### src/hw/rtl/bfea_pkg.sv
// Shared types and constants for the best-fit extent allocator.
package bfea_pkg;

    localparam int MAX_EXTENTS = 16;
    localparam int DISK_BLOCKS = 16384;
    localparam int BLOCK_W     = 14;
    localparam int SIZE_W      = 15;
    localparam int IDX_W       = $clog2(MAX_EXTENTS);
    localparam int CNT_W       = $clog2(MAX_EXTENTS + 1);

    typedef enum logic [0:0] {
        OP_FREE  = 1'b0,
        OP_ALLOC = 1'b1
    } opcode_t;

    typedef enum logic [1:0] {
        ST_DONE    = 2'd0,
        ST_NO_FIT  = 2'd1,
        ST_FULL    = 2'd2,
        ST_UNUSED  = 2'd3
    } status_t;

    typedef struct packed {
        logic [0:0]         opcode;
        logic [BLOCK_W-1:0] free_first;
        logic [BLOCK_W-1:0] free_last;
        logic [SIZE_W-1:0]  request_size;
    } req_t;

    typedef struct packed {
        logic [1:0]         status;
        logic [BLOCK_W-1:0] alloc_start;
    } rsp_t;

    // Controller to datapath
    typedef struct packed {
        logic    load;       // capture request, rewind scan
        logic    step;       // advance scan index
        logic    scan_alloc; // evaluate current entry as best-fit candidate
        logic    grow;       // extend current entry to free_last
        logic    insert;     // open slot at scan index, write freed range
        logic    merge;      // fold entry at scan index into the one before
        logic    drop_best;  // remove best entry (exact fit)
        logic    shrink;     // trim best entry from the front
        logic    set_status;
        status_t status_val;
        logic    grant;      // publish best entry start as alloc_start
    } cmd_t;

    // Datapath to controller
    typedef struct packed {
        logic is_alloc;
        logic in_range;
        logic below;
        logic adjacent;
        logic touch;
        logic full;
        logic range_bad;
        logic found;
        logic exact;
    } sts_t;

endpackage

### src/hw/rtl/best_fit_extent_allocator_core.sv
// Top level: best-fit free-extent allocator core.
// Free scans entries up to its insert or merge point; allocate scans every entry,
//   then shrinks or removes the best fit, if one was found.
// Throughput: one transaction at a time; the one-entry-per-cycle table scan sets the rate.
// The result sits on rsp for one cycle with done high; the receiver cannot stall.
// Reset (rst_n, async, active low) empties the table; no clearing pass is needed.
module best_fit_extent_allocator_core (
    input  logic           clk,
    input  logic           rst_n,
    input  logic           start,
    output logic           busy,
    input  bfea_pkg::req_t req,
    output logic           done,
    output bfea_pkg::rsp_t rsp
);

    bfea_pkg::cmd_t cmd;
    bfea_pkg::sts_t sts;

    // Sequencer: scan, then insert/grow/merge or shrink/remove
    bfea_ctrl u_ctrl (
        .clk   (clk),
        .rst_n (rst_n),
        .start (start),
        .sts   (sts),
        .cmd   (cmd),
        .busy  (busy),
        .done  (done)
    );

    // Extent table held in flops; one entry examined per scan cycle
    bfea_dp u_dp (
        .clk   (clk),
        .rst_n (rst_n),
        .req   (req),
        .cmd   (cmd),
        .sts   (sts),
        .rsp   (rsp)
    );

    // A transaction accepted while idle makes the core busy next cycle
    assert property (@(posedge clk) disable iff (!rst_n) (start && !busy) |=> busy)
    else $error("accepted transaction did not raise busy");

    // The done strobe lasts one cycle and returns the core to idle
    assert property (@(posedge clk) disable iff (!rst_n) done |=> (!done && !busy))
    else $error("done strobe not a single cycle");

    // Failed transactions never report a start block
    assert property (@(posedge clk) disable iff (!rst_n)
        (done && rsp.status != bfea_pkg::ST_DONE) |-> (rsp.alloc_start == '0))
    else $error("alloc_start set on failed transaction");

    // Status code 3 is never produced
    assert property (@(posedge clk) disable iff (!rst_n)
        done |-> (rsp.status != bfea_pkg::ST_UNUSED))
    else $error("undefined status returned");

endmodule

### src/hw/rtl/bfea_dp.sv
// Datapath: extent table, scan index, best-fit tracking and result register.
module bfea_dp (
    input  logic          clk,
    input  logic          rst_n,
    input  bfea_pkg::req_t req,
    input  bfea_pkg::cmd_t cmd,
    output bfea_pkg::sts_t sts,
    output bfea_pkg::rsp_t rsp
);

    logic [bfea_pkg::BLOCK_W-1:0] first_reg [bfea_pkg::MAX_EXTENTS];
    logic [bfea_pkg::BLOCK_W-1:0] last_reg  [bfea_pkg::MAX_EXTENTS];
    logic [bfea_pkg::CNT_W-1:0]   cnt_reg, cnt_next;
    logic [bfea_pkg::CNT_W-1:0]   idx_reg, idx_next;
    logic [bfea_pkg::IDX_W-1:0]   node_reg;
    logic [bfea_pkg::IDX_W-1:0]   best_idx_reg;
    logic signed [bfea_pkg::BLOCK_W+1:0] best_size_reg;
    logic [bfea_pkg::BLOCK_W-1:0] best_first_reg;
    logic                         found_reg;
    bfea_pkg::req_t               req_reg;
    bfea_pkg::rsp_t               rsp_reg;

    logic [bfea_pkg::IDX_W-1:0]   idx_a;
    logic [bfea_pkg::BLOCK_W-1:0] rd_first, rd_last;
    logic signed [bfea_pkg::BLOCK_W+1:0] cur_size;
    logic signed [bfea_pkg::SIZE_W+1:0]  want;
    logic                         fits, better, take;
    logic [bfea_pkg::IDX_W-1:0]   drop_at;
    logic                         drop_en;

    assign idx_a    = idx_reg[bfea_pkg::IDX_W-1:0];
    assign rd_first = first_reg[idx_a];
    assign rd_last  = last_reg[idx_a];

    assign cur_size = $signed({2'b00, rd_last}) - $signed({2'b00, rd_first})
                      + $signed((bfea_pkg::BLOCK_W+2)'(1));
    assign want     = $signed({2'b00, req_reg.request_size});
    assign fits     = want <= (bfea_pkg::SIZE_W+2)'(cur_size);
    assign better   = !found_reg || (cur_size < best_size_reg);
    assign take     = cmd.scan_alloc && sts.in_range && fits && better;

    assign drop_en  = cmd.merge || cmd.drop_best;
    assign drop_at  = cmd.merge ? idx_a : best_idx_reg;

    always_comb
    begin
        sts.is_alloc  = (req_reg.opcode == bfea_pkg::OP_ALLOC);
        sts.in_range  = (idx_reg < cnt_reg);
        sts.below     = (rd_last < req_reg.free_first);
        sts.adjacent  = (req_reg.free_first != '0)
                        && (rd_last == req_reg.free_first - bfea_pkg::BLOCK_W'(1));
        sts.touch     = ({1'b0, req_reg.free_last} + (bfea_pkg::BLOCK_W+1)'(1))
                        == {1'b0, rd_first};
        sts.full      = (cnt_reg == bfea_pkg::CNT_W'(bfea_pkg::MAX_EXTENTS));
        sts.range_bad = (int'(req_reg.free_first) >= bfea_pkg::DISK_BLOCKS)
                        || (int'(req_reg.free_last) >= bfea_pkg::DISK_BLOCKS);
        sts.found     = found_reg;
        sts.exact     = (best_size_reg == (bfea_pkg::BLOCK_W+2)'(want));
    end

    always_comb
    begin
        idx_next = idx_reg;
        if (cmd.load)
            idx_next = '0;
        else if (cmd.step || cmd.grow || cmd.insert)
            idx_next = idx_reg + bfea_pkg::CNT_W'(1);
        cnt_next = cnt_reg;
        if (cmd.insert)
            cnt_next = cnt_reg + bfea_pkg::CNT_W'(1);
        else if (drop_en)
            cnt_next = cnt_reg - bfea_pkg::CNT_W'(1);
    end

    always_ff @(posedge clk or negedge rst_n)
    begin
        if (!rst_n)
        begin
            cnt_reg   <= '0;
            idx_reg   <= '0;
            found_reg <= 1'b0;
        end
        else
        begin
            cnt_reg <= cnt_next;
            idx_reg <= idx_next;
            if (cmd.load)
                found_reg <= 1'b0;
            else if (take)
                found_reg <= 1'b1;
        end
    end

    // Table, tracking and result payload: no reset needed
    always_ff @(posedge clk)
    begin
        if (cmd.load)
        begin
            req_reg             <= req;
            rsp_reg.alloc_start <= '0;
        end
        if (cmd.grow || cmd.insert)
            node_reg <= idx_a;
        if (take)
        begin
            best_idx_reg   <= idx_a;
            best_size_reg  <= cur_size;
            best_first_reg <= rd_first;
        end
        if (cmd.set_status)
            rsp_reg.status <= cmd.status_val;
        if (cmd.grant)
            rsp_reg.alloc_start <= best_first_reg;

        for (int k = 0; k < bfea_pkg::MAX_EXTENTS; k++)
        begin
            if (cmd.insert)
            begin
                if (k > int'(idx_a))
                begin
                    first_reg[k] <= first_reg[k-1];
                    last_reg[k]  <= last_reg[k-1];
                end
                else if (k == int'(idx_a))
                begin
                    first_reg[k] <= req_reg.free_first;
                    last_reg[k]  <= req_reg.free_last;
                end
            end
            if (cmd.grow && k == int'(idx_a))
                last_reg[k] <= req_reg.free_last;
            if (drop_en && k >= int'(drop_at) && k < bfea_pkg::MAX_EXTENTS - 1)
            begin
                first_reg[k] <= first_reg[k+1];
                last_reg[k]  <= last_reg[k+1];
            end
            if (cmd.merge && k == int'(node_reg))
                last_reg[k] <= rd_last;
            if (cmd.shrink && k == int'(best_idx_reg))
                first_reg[k] <= best_first_reg
                                + req_reg.request_size[bfea_pkg::BLOCK_W-1:0];
        end
    end

    assign rsp = rsp_reg;

    assert property (@(posedge clk) disable iff (!rst_n)
        cnt_reg <= bfea_pkg::CNT_W'(bfea_pkg::MAX_EXTENTS))
    else $error("extent count beyond table depth");

endmodule

### src/hw/rtl/bfea_ctrl.sv
// Controller: sequences free and allocate transactions over the datapath.
module bfea_ctrl (
    input  logic           clk,
    input  logic           rst_n,
    input  logic           start,
    input  bfea_pkg::sts_t sts,
    output bfea_pkg::cmd_t cmd,
    output logic           busy,
    output logic           done
);

    typedef enum logic [6:0] {
        S_IDLE  = 7'b0000001,
        S_LOAD  = 7'b0000010,
        S_FSCAN = 7'b0000100,
        S_MERGE = 7'b0001000,
        S_ASCAN = 7'b0010000,
        S_AUPD  = 7'b0100000,
        S_DONE  = 7'b1000000
    } state_t;

    state_t state_reg, state_next;

    always_comb
    begin
        state_next = state_reg;
        cmd        = '0;
        unique case (state_reg)
            S_IDLE:
            begin
                if (start)
                begin
                    cmd.load   = 1'b1;
                    state_next = S_LOAD;
                end
            end
            S_LOAD:
                state_next = sts.is_alloc ? S_ASCAN : S_FSCAN;
            S_FSCAN:
            begin
                if (sts.range_bad)
                begin
                    cmd.set_status = 1'b1;
                    cmd.status_val = bfea_pkg::ST_DONE;
                    state_next     = S_DONE;
                end
                else if (sts.in_range && sts.below)
                begin
                    if (sts.adjacent)
                    begin
                        cmd.grow   = 1'b1;
                        state_next = S_MERGE;
                    end
                    else
                        cmd.step = 1'b1;
                end
                else if (sts.full)
                begin
                    cmd.set_status = 1'b1;
                    cmd.status_val = bfea_pkg::ST_FULL;
                    state_next     = S_DONE;
                end
                else
                begin
                    cmd.insert = 1'b1;
                    state_next = S_MERGE;
                end
            end
            S_MERGE:
            begin
                cmd.merge      = sts.in_range && sts.touch;
                cmd.set_status = 1'b1;
                cmd.status_val = bfea_pkg::ST_DONE;
                state_next     = S_DONE;
            end
            S_ASCAN:
            begin
                if (sts.in_range)
                begin
                    cmd.scan_alloc = 1'b1;
                    cmd.step       = 1'b1;
                end
                else if (!sts.found)
                begin
                    cmd.set_status = 1'b1;
                    cmd.status_val = bfea_pkg::ST_NO_FIT;
                    state_next     = S_DONE;
                end
                else
                    state_next = S_AUPD;
            end
            S_AUPD:
            begin
                cmd.drop_best  = sts.exact;
                cmd.shrink     = !sts.exact;
                cmd.grant      = 1'b1;
                cmd.set_status = 1'b1;
                cmd.status_val = bfea_pkg::ST_DONE;
                state_next     = S_DONE;
            end
            S_DONE:
                state_next = S_IDLE;
            default:
                state_next = S_IDLE;
        endcase
    end

    always_ff @(posedge clk or negedge rst_n)
    begin
        if (!rst_n)
            state_reg <= S_IDLE;
        else
            state_reg <= state_next;
    end

    assign busy = (state_reg != S_IDLE);
    assign done = (state_reg == S_DONE);

endmodule
### config.mk
export PLATFORM = sky130hd
export DESIGN_NAME = best_fit_extent_allocator_core
export DESIGN_NICKNAME = d
export VERILOG_FILES = /design/src/hw/rtl/bfea_pkg.sv /design/src/hw/rtl/best_fit_extent_allocator_core.sv /design/src/hw/rtl/bfea_dp.sv /design/src/hw/rtl/bfea_ctrl.sv
export SDC_FILE = /design/constraint.sdc
export NUM_CORES = 2
export LEC_CHECK = 0
export BUFFER_PORTS_ARGS = -buffer_cell sky130_fd_sc_hd__clkbuf_2
export CELL_PAD_IN_SITES_DETAIL_PLACEMENT = 1
export CELL_PAD_IN_SITES_GLOBAL_PLACEMENT = 2
export CORE_MARGIN = 1.5
export CORE_UTILIZATION = 43
export CTS_CLUSTER_DIAMETER = 80
export DETAILED_ROUTE_END_ITERATION = 10
export GPL_TIMING_DRIVEN = 0
export PLACE_DENSITY = 0.81
export SLEW_MARGIN = 20
export SYNTH_ARGS = -nofsm -noshare
export SYNTH_HDL_FRONTEND = slang
export SYNTH_SLANG_ARGS = --single-unit
export TNS_END_PERCENT = 5
### constraint.sdc
create_clock -name clk -period 9.3 [get_ports clk]
set_clock_uncertainty 0.15 [all_clocks]
set_input_delay 1.395 -clock clk [delete_from_list [all_inputs] [get_ports clk]]
set_output_delay 1.395 -clock clk [all_outputs]
set_load 0.005 [all_outputs]
* After elaboration in Yosys (flattened, before gate mapping) *
Memory sizes are Yosys's and may differ from the RTL's.
Cells that the tools add are included.

cells by class
  order comparisons = 34
  muxes and demuxes = 379
  add/sub/neg operators = 8
  bitwise logic cells = 108
  reductions and logical operators = 86
  equality and inequality tests = 60

operators by type and width
  kind                   number
  $mux 14                110
  $mux 1                 247
  $or 1x1->1             108
  $eq 4x4->1 const A     24
  $logic_and 1x1->1      69
  $eq 3x4->1 const A     12
  $mux 7                 6
  $pmux 7 s5             1
  $gt 4x4->1 const A     8
  $ge 4x4->1 const A     7
  $mux 5                 5
  $eq 2x4->1 const A     6
  $add 15x2->16 const B  1
  $eq 16x16->1           1
  $ge 3x4->1 const A     4
  $gt 3x4->1 const A     4
  $le 16x16->1           1
  $lt 16x16->1           1
  $add 14x1->15 const B  1
  $eq 15x14->1           1
  $sub 14x14->15         1
  $add 14x14->14         1
  $eq 14x14->1           1
  $lt 14x14->1           1
  other kinds (32)       54

storage, ports and cells
  memories = 2
  bits of input ports = 47
  memory bits (writable) = 448
  logic and storage cells = 691
  register bits = 116

memory list
  name            words  width  rd ports  clocked after Yosys merged registers in  write ports  line           RTL
  u_dp.first_reg  16     14     17        0                                        16           bfea_dp.sv:11  logic [bfea_pkg::BLOCK_W-1:0] first_reg [bfea_pkg::MAX_EXTENTS];
  u_dp.last_reg   16     14     17        0                                        16           bfea_dp.sv:12  logic [bfea_pkg::BLOCK_W-1:0] last_reg [bfea_pkg::MAX_EXTENTS];

* Logic depth before layout (Yosys ltp) *
  depth in word-level cells = 12
  mapped depth = 34
  gate-level depth less buffers = 27

* By module *
A second synthesis with hierarchy kept.

second synthesis, totals
  cells, all modules = 4,052
  area total of the unflattened synthesis = 38,555.7 um^2

modules (own cells, without submodules)
  module     area each (um^2)  times used  cells each
  bfea_dp    38,022.7          1           3,992
  bfea_ctrl  533.0             1           60

* Least setup slack after synthesis *
Ideal clock, no wire load.

  kind = register to register
  start = register u_dp.idx_reg[1] in the netlist's numbering
  end = register u_dp.best_first_reg[0] in the netlist's numbering (enable)
  path slack = 1,643 ps
  period minus slack after synthesis = 7,657 ps
  required time = 8,773 ps
  stages on the path, launching flop included = 30
  data arrival time = 7,129 ps
  cell sequence = dfrtp_1 buf_2 buf_4 buf_2 clkbuf_1 clkbuf_1 mux4_2 o221ai_1 clkbuf_1 ha_1 inv_1 fa_1 a21oi_1 o211ai_1 a41o_1 a21oi_1 nand3_1 o21a_1 o22ai_1 nand3_1 nor2b_1 xor2_1 inv_1 ha_1 nand4_1 or3_1 or4b_1 a21oi_1 o31a_1 o221a_2

between the ends
  longest elaborated chain between the ends = 6
  elaborated cells between the ends (all ways) = 13

RTL lines
  element                                                line                          RTL
  start: declaration                                     bfea_dp.sv:14                 logic [bfea_pkg::CNT_W-1:0] idx_reg, idx_next;
  start signal: assignment                               bfea_dp.sv:86                 idx_reg <= idx_next;
  $mem_v2 16x14 (on tied branches)                       -
  $sub 14x14->15 (*)                                     bfea_dp.sv:35                 assign cur_size = $signed({2'b00, rd_last}) - $signed({2'b00, rd_first})
  $add 15x2->16 (*)                                      bfea_dp.sv:36                 + $signed((bfea_pkg::BLOCK_W+2)'(1));
  via u_dp.cur_size (one bit)                            bfea_dp.sv:25                 logic signed [bfea_pkg::BLOCK_W+1:0] cur_size;
  $le 16x16->1 or $lt 16x16->1 (tied branches)           bfea_dp.sv:38, bfea_dp.sv:39
  $logic_and 1x1->1 or $logic_or 1x1->1 (tied branches)  bfea_dp.sv:40, bfea_dp.sv:39
  $logic_and 1x1->1 (*)                                  bfea_dp.sv:40                 assign take = cmd.scan_alloc && sts.in_range && fits && better;
  via u_dp.take                                          bfea_dp.sv:27                 logic fits, better, take;
  end signal: assignment                                 bfea_dp.sv:108                best_first_reg <= rd_first;
  end: declaration                                       bfea_dp.sv:18                 logic [bfea_pkg::BLOCK_W-1:0] best_first_reg;

Mark *: on every way through the listed nets, which the timed path passes. The rest lies on a longest branch.
A chain may end at the register's enable or synchronous reset.

* Worst setup path after layout *
  start = register u_dp.idx_reg[1] in the netlist's numbering
  end = register u_dp.best_first_reg[3] in the netlist's numbering (enable)

between the ends
  longest elaborated chain between the ends = 6
  elaborated cells between the ends (all ways) = 13

RTL lines
  element                                                line                          RTL
  $mem_v2 16x14 (*)                                      -
  via u_dp.rd_first (one bit)                            bfea_dp.sv:24                 logic [bfea_pkg::BLOCK_W-1:0] rd_first, rd_last;
  $sub 14x14->15 (*)                                     bfea_dp.sv:35
  $add 15x2->16 (*)                                      bfea_dp.sv:36
  via u_dp.cur_size (one bit)                            bfea_dp.sv:25
  $le 16x16->1 or $lt 16x16->1 (tied branches)           bfea_dp.sv:38, bfea_dp.sv:39
  $logic_and 1x1->1 or $logic_or 1x1->1 (tied branches)  bfea_dp.sv:40, bfea_dp.sv:39
  $logic_and 1x1->1 (*)                                  bfea_dp.sv:40
  via u_dp.take                                          bfea_dp.sv:27

Marked as above.

==> results.md <==
- The leakage power is between 15 and 20 nW.
- The minimum clock period is approximately 9.2 ns.
- The power per cell area is about 210 nW/um2.
- The share of cells above drive strength 1 is a little over an eighth.
- In this run, flip-flops and latches consume approximately 33% of the power.
- The sequential fraction of the synthesis area is 42.85%.
- The number of pins exceeding their max-slew limit in the final report was 0.
- Setup violations remaining at the end of the flow were counted as 0.
- The effective utilization at floorplan is between 40% and 50%.
- For this run, the detailed router's first-pass iteration total came to 6.
- The critical hold path startpoint is u_dp.cnt_reg[4].
- The flow ran to the end, and the final reports show no timing, DRC or antenna violations.
- Among all flip-flop cells after synthesis, the most frequent one is edfxtp_1.
- After legalization and detailed placement, the total HPWL measured 157300 um.
- Dividing the detail-routed via count by the number of cells gives about 6.9.
- After global routing the overflow that remains totals 0.
- The maximum count of clock buffers along a single path is 3.
- The worst relative slew slack is between 10 and 15%.
- The final wirelength is 199600 um.
- The largest driver fanout on the critical path is 17.
- The worst reg2reg path endpoint is u_dp.best_first_reg[3].
- The deepest level of the CTS H-tree is 3.
- The cell area that synthesis handed to floorplanning was approximately 39000 um2.
- The detail-routed net length per standard cell is 38.31 um.
- The synthesized design contains between 500 and 600 enable-type register cells.
- The last element of the critical path is u_dp.best_first_reg[3].
- The type of destination of the critical path is a flop.
- After filler insertion, the fill cell instance count of the layout stands at between 9000 and 10000.
- The number of sinks on the clock net is 564.
- The final layout contains between 4000 and 5000 nets.
- The worst reg2reg path depth is 26.
- Compared with the post-synthesis result, the final layout area differs by 12.53%.
- The initial antenna violation count was 8.
- The synthesized net count is 3928.
- In this run the power spent charging and discharging nets is around 0.0038 W.
- The post-layout worst setup margin is about 0.14 ns.
- Max-cap violations in this run came to 0.
- The clock network accounts for between 30% and 40% of the total power.
- The via count of the first global-routing pass is between 30000 and 40000.
- The count of input and output buffers is 64.
- The placeable core area is ~90000 um2.
- After clock tree synthesis, the clock-pin slew on the worst setup and hold paths is roughly 0.06 ns.
- The worst-case IR drop observed on VDD is 0.0001324 V.
- Summing internal, switching and leakage power gives 0.009501 W.
- Each instance of the synthesized netlist takes up on average slightly above 10 um2.
- Before CTS, the worst setup slack after placement is -2.810 ns.
- Tracing the worst setup path back leads to its startpoint at u_dp.idx_reg[1].
- The net switching fraction of the power is roughly 40%.
- Across every metal layer, demand over resource in global routing totals a little over two fifths.
- The number of DRC markers after the initial detailed-route iteration is approximately 5300.
- Setup slack on the worst reg-to-reg path comes out at 0.14 ns.
- The post-layout utilization of the core is ~49%.
- For this run, design rule violations remaining after detail routing come to 0.
- The maximum operating frequency is around 0.11 GHz.
- The classification of the worst-slack hold path is reg -> reg.
- The startpoint of the lowest-slack register-to-register path is u_dp.idx_reg[1].
- The worst-skew pair later-pin latency is approximately 0.67 ns.
- The total count of hold-check failures in the final report is 0.
- The leading cell type in the layout, fill and taps excluded is edfxtp_1.
- The row count is between 100 and 150.
- The area occupied by registers is roughly 17000 um2.
- The critical path class is reg -> reg.
- From bottom edge to top edge, the die measures around 310 um.
- The share of the clock period used by the worst path after layout is a little over nine tenths.
- The fraction of registers with async set/reset is 3.191%.
- Internal power comes to ~0.0057 W.
- The top cell types in the final layout, fill and taps aside, are edfxtp_1 (546), mux2i_1 (389), o21ai_0 (377).
- The total clock buffers created by CTS is 74.
- The slew of the pin with the lowest slew margin is 1.347 ns.
- The first global-routing pass estimated around 280000 um of wire.
- The detail route stage leaves a number of antenna-violating nets equal to 0.
- The via count is 36150.
- The warning count from the yosys run is 0.
- The largest net degree at the start of global routing is 28.
- The CTS tree is done.
- The tree is rooted in a clkbuf_16.
- The die width is 305.4 um.
- The placer's final routability congestion estimate is roughly 1.0.
- 65 I/O pins were placed.
- The cell count after synthesis is 3801.
- The area enclosed by the die boundary is ~93000 um2.
- The count of distinct cell types in the synthesized netlist is 100.
- The data arrival time of the worst path is 9.40 ns.
- Counting flops and latches in the post-synthesis netlist gives 564.
- The worst setup path is launched from a flop.
- The required time of the worst setup path is around 9.6 ns.
- Of the total power, combinational logic draws roughly 37%.
- In the final layout, the multi-input gates occupy 20950 um2.
==> cell usage after synthesis, types with 16 or more instances <==
library cell  instances  share of area, %
a211o_1              16              0.36
a211oi_1             45              0.86
a21o_1               35              0.67
a21oi_1             181               2.3
a22oi_1              43              0.82
a31oi_1              31              0.49
and2_1               28              0.45
buf_1                20              0.19
buf_2                37              0.47
clkbuf_1            258               2.5
dfrtp_1              17               1.1
edfxtp_1            546                42
ha_1                 77               2.5
inv_1               101              0.96
mux2_2               47               1.3
mux2_4               20              0.76
mux2i_1             389               9.9
mux4_1               23               1.5
mux4_2               82               4.7
nand2_1             306               2.9
nand2b_1             19              0.30
nand3_1             115               1.5
nand4_1              20              0.32
nor2_1              254               2.4
nor2b_1              48              0.76
nor3_1               40              0.51
nor3b_1              21              0.40
o211ai_1             95               1.8
o21ai_0             381               4.8
o221ai_1             45               1.0
o22ai_1             108               1.7
xnor2_1              57               1.3
xor2_1               44              0.98
==> layout make-up <==
class                      count  area share (%)
antenna                        9         0.05090
buffer                       337           3.492
clock buffer                  93           4.391
clock inverter                35          0.8823
inverter                     104          0.8823
multi-input combinational   2794           47.34
sequential                   564           38.08
tap                         1176           3.325
timing repair buffer          97           1.552
==> per-stage QoR <==
step                cell area [um2]  instances  setup TNS, ns  hold WS [ns]
floorplan                     39320       3801              0        0.2756
global placement              41110       5041        -881.94        0.3278
detailed placement            41620       5067        -456.38        0.3406
CTS                           44110       5196              0        0.3487
global route                  44230       5201       -0.04205        0.3936
finish                        44250       5209              0        0.3436
==> cells by family after synthesis <==
group	count (synthesis)	share of synthesized area [%]
buffers and inverters	444	4.808
and+or+nand+nor	961	11.71
DFF	564	42.85
adders and majority gates	85	2.730
AOI/OAI and AO/OA	1080	17.15
muxes	563	18.33
xor gates and xnor gates	104	2.422
==> worst max-delay path: stages (launching register included) <==
cell	delay, ns
dfrtp_2	0.61
clkbuf_4	0.52
buf_4	0.38
buf_4	0.46
buf_4	0.50
mux4_2	0.44
a22oi_1	0.62
nand2_1	0.37
ha_1	0.32
nand2b_1	0.20
a21o_1	0.20
a211oi_1	0.55
a31oi_1	0.16
nand4_1	0.16
mux2i_1	0.22
xor2_1	0.28
ha_1	0.23
or4_1	0.12
a21oi_1	0.03
o21ai_0	0.08
o21ai_0	0.15
maj3_1	0.38
maj3_1	0.36
maj3_1	0.38
maj3_1	0.46
o221a_4	0.31
buf_12	0.16
==> per-layer routing <==
layer,up-vias,GRT usage [%],wire length (um)
met5,-,0,44
met3,379,18.03,29860
met1,18470,56.72,79690
met2,2444,58.45,80160
met4,4,17.67,9805
li1,14850,-,-
==> power groups by stage <==
stage	Combinational [W]	Sequential, W	Clock (W)
after global routing	0.00357	0.00312	0.00300
final	0.00347	0.00311	0.00292
after detailed placement	0.00324	0.00315	0
after floorplan	0.00180	0.00308	0
after global placement	0.00308	0.00316	0
after CTS	0.00329	0.00310	0.00291
==> what timing repair did <==
action / CTS / global route
buffers inserted: 3 / 3
resized for setup: 29 / 21
cloned: 1 / 0
pin swaps: 0 / 1
setup endpoints to repair: 815 / 35
hold buffers: 0 / 0
==> worst min-delay path by stage <==
| stage | depth (start not counted) | slack (ns) | to |
|---|---|---|---|
| 3_3_place_gp | 1 | 0.33 | u_dp.cnt_reg[4] |
| 5_1_grt | 1 | 0.39 | u_ctrl.state_reg[2] |
| 4_1_cts | 1 | 0.35 | u_dp.cnt_reg[4] |
| 2_1_floorplan | 1 | 0.28 | u_ctrl.state_reg[2] |
| 6_report | 1 | 0.34 | u_dp.cnt_reg[4] |
| 3_5_place_dp | 1 | 0.34 | u_dp.cnt_reg[4] |
(Power assumes the default switching activity.)
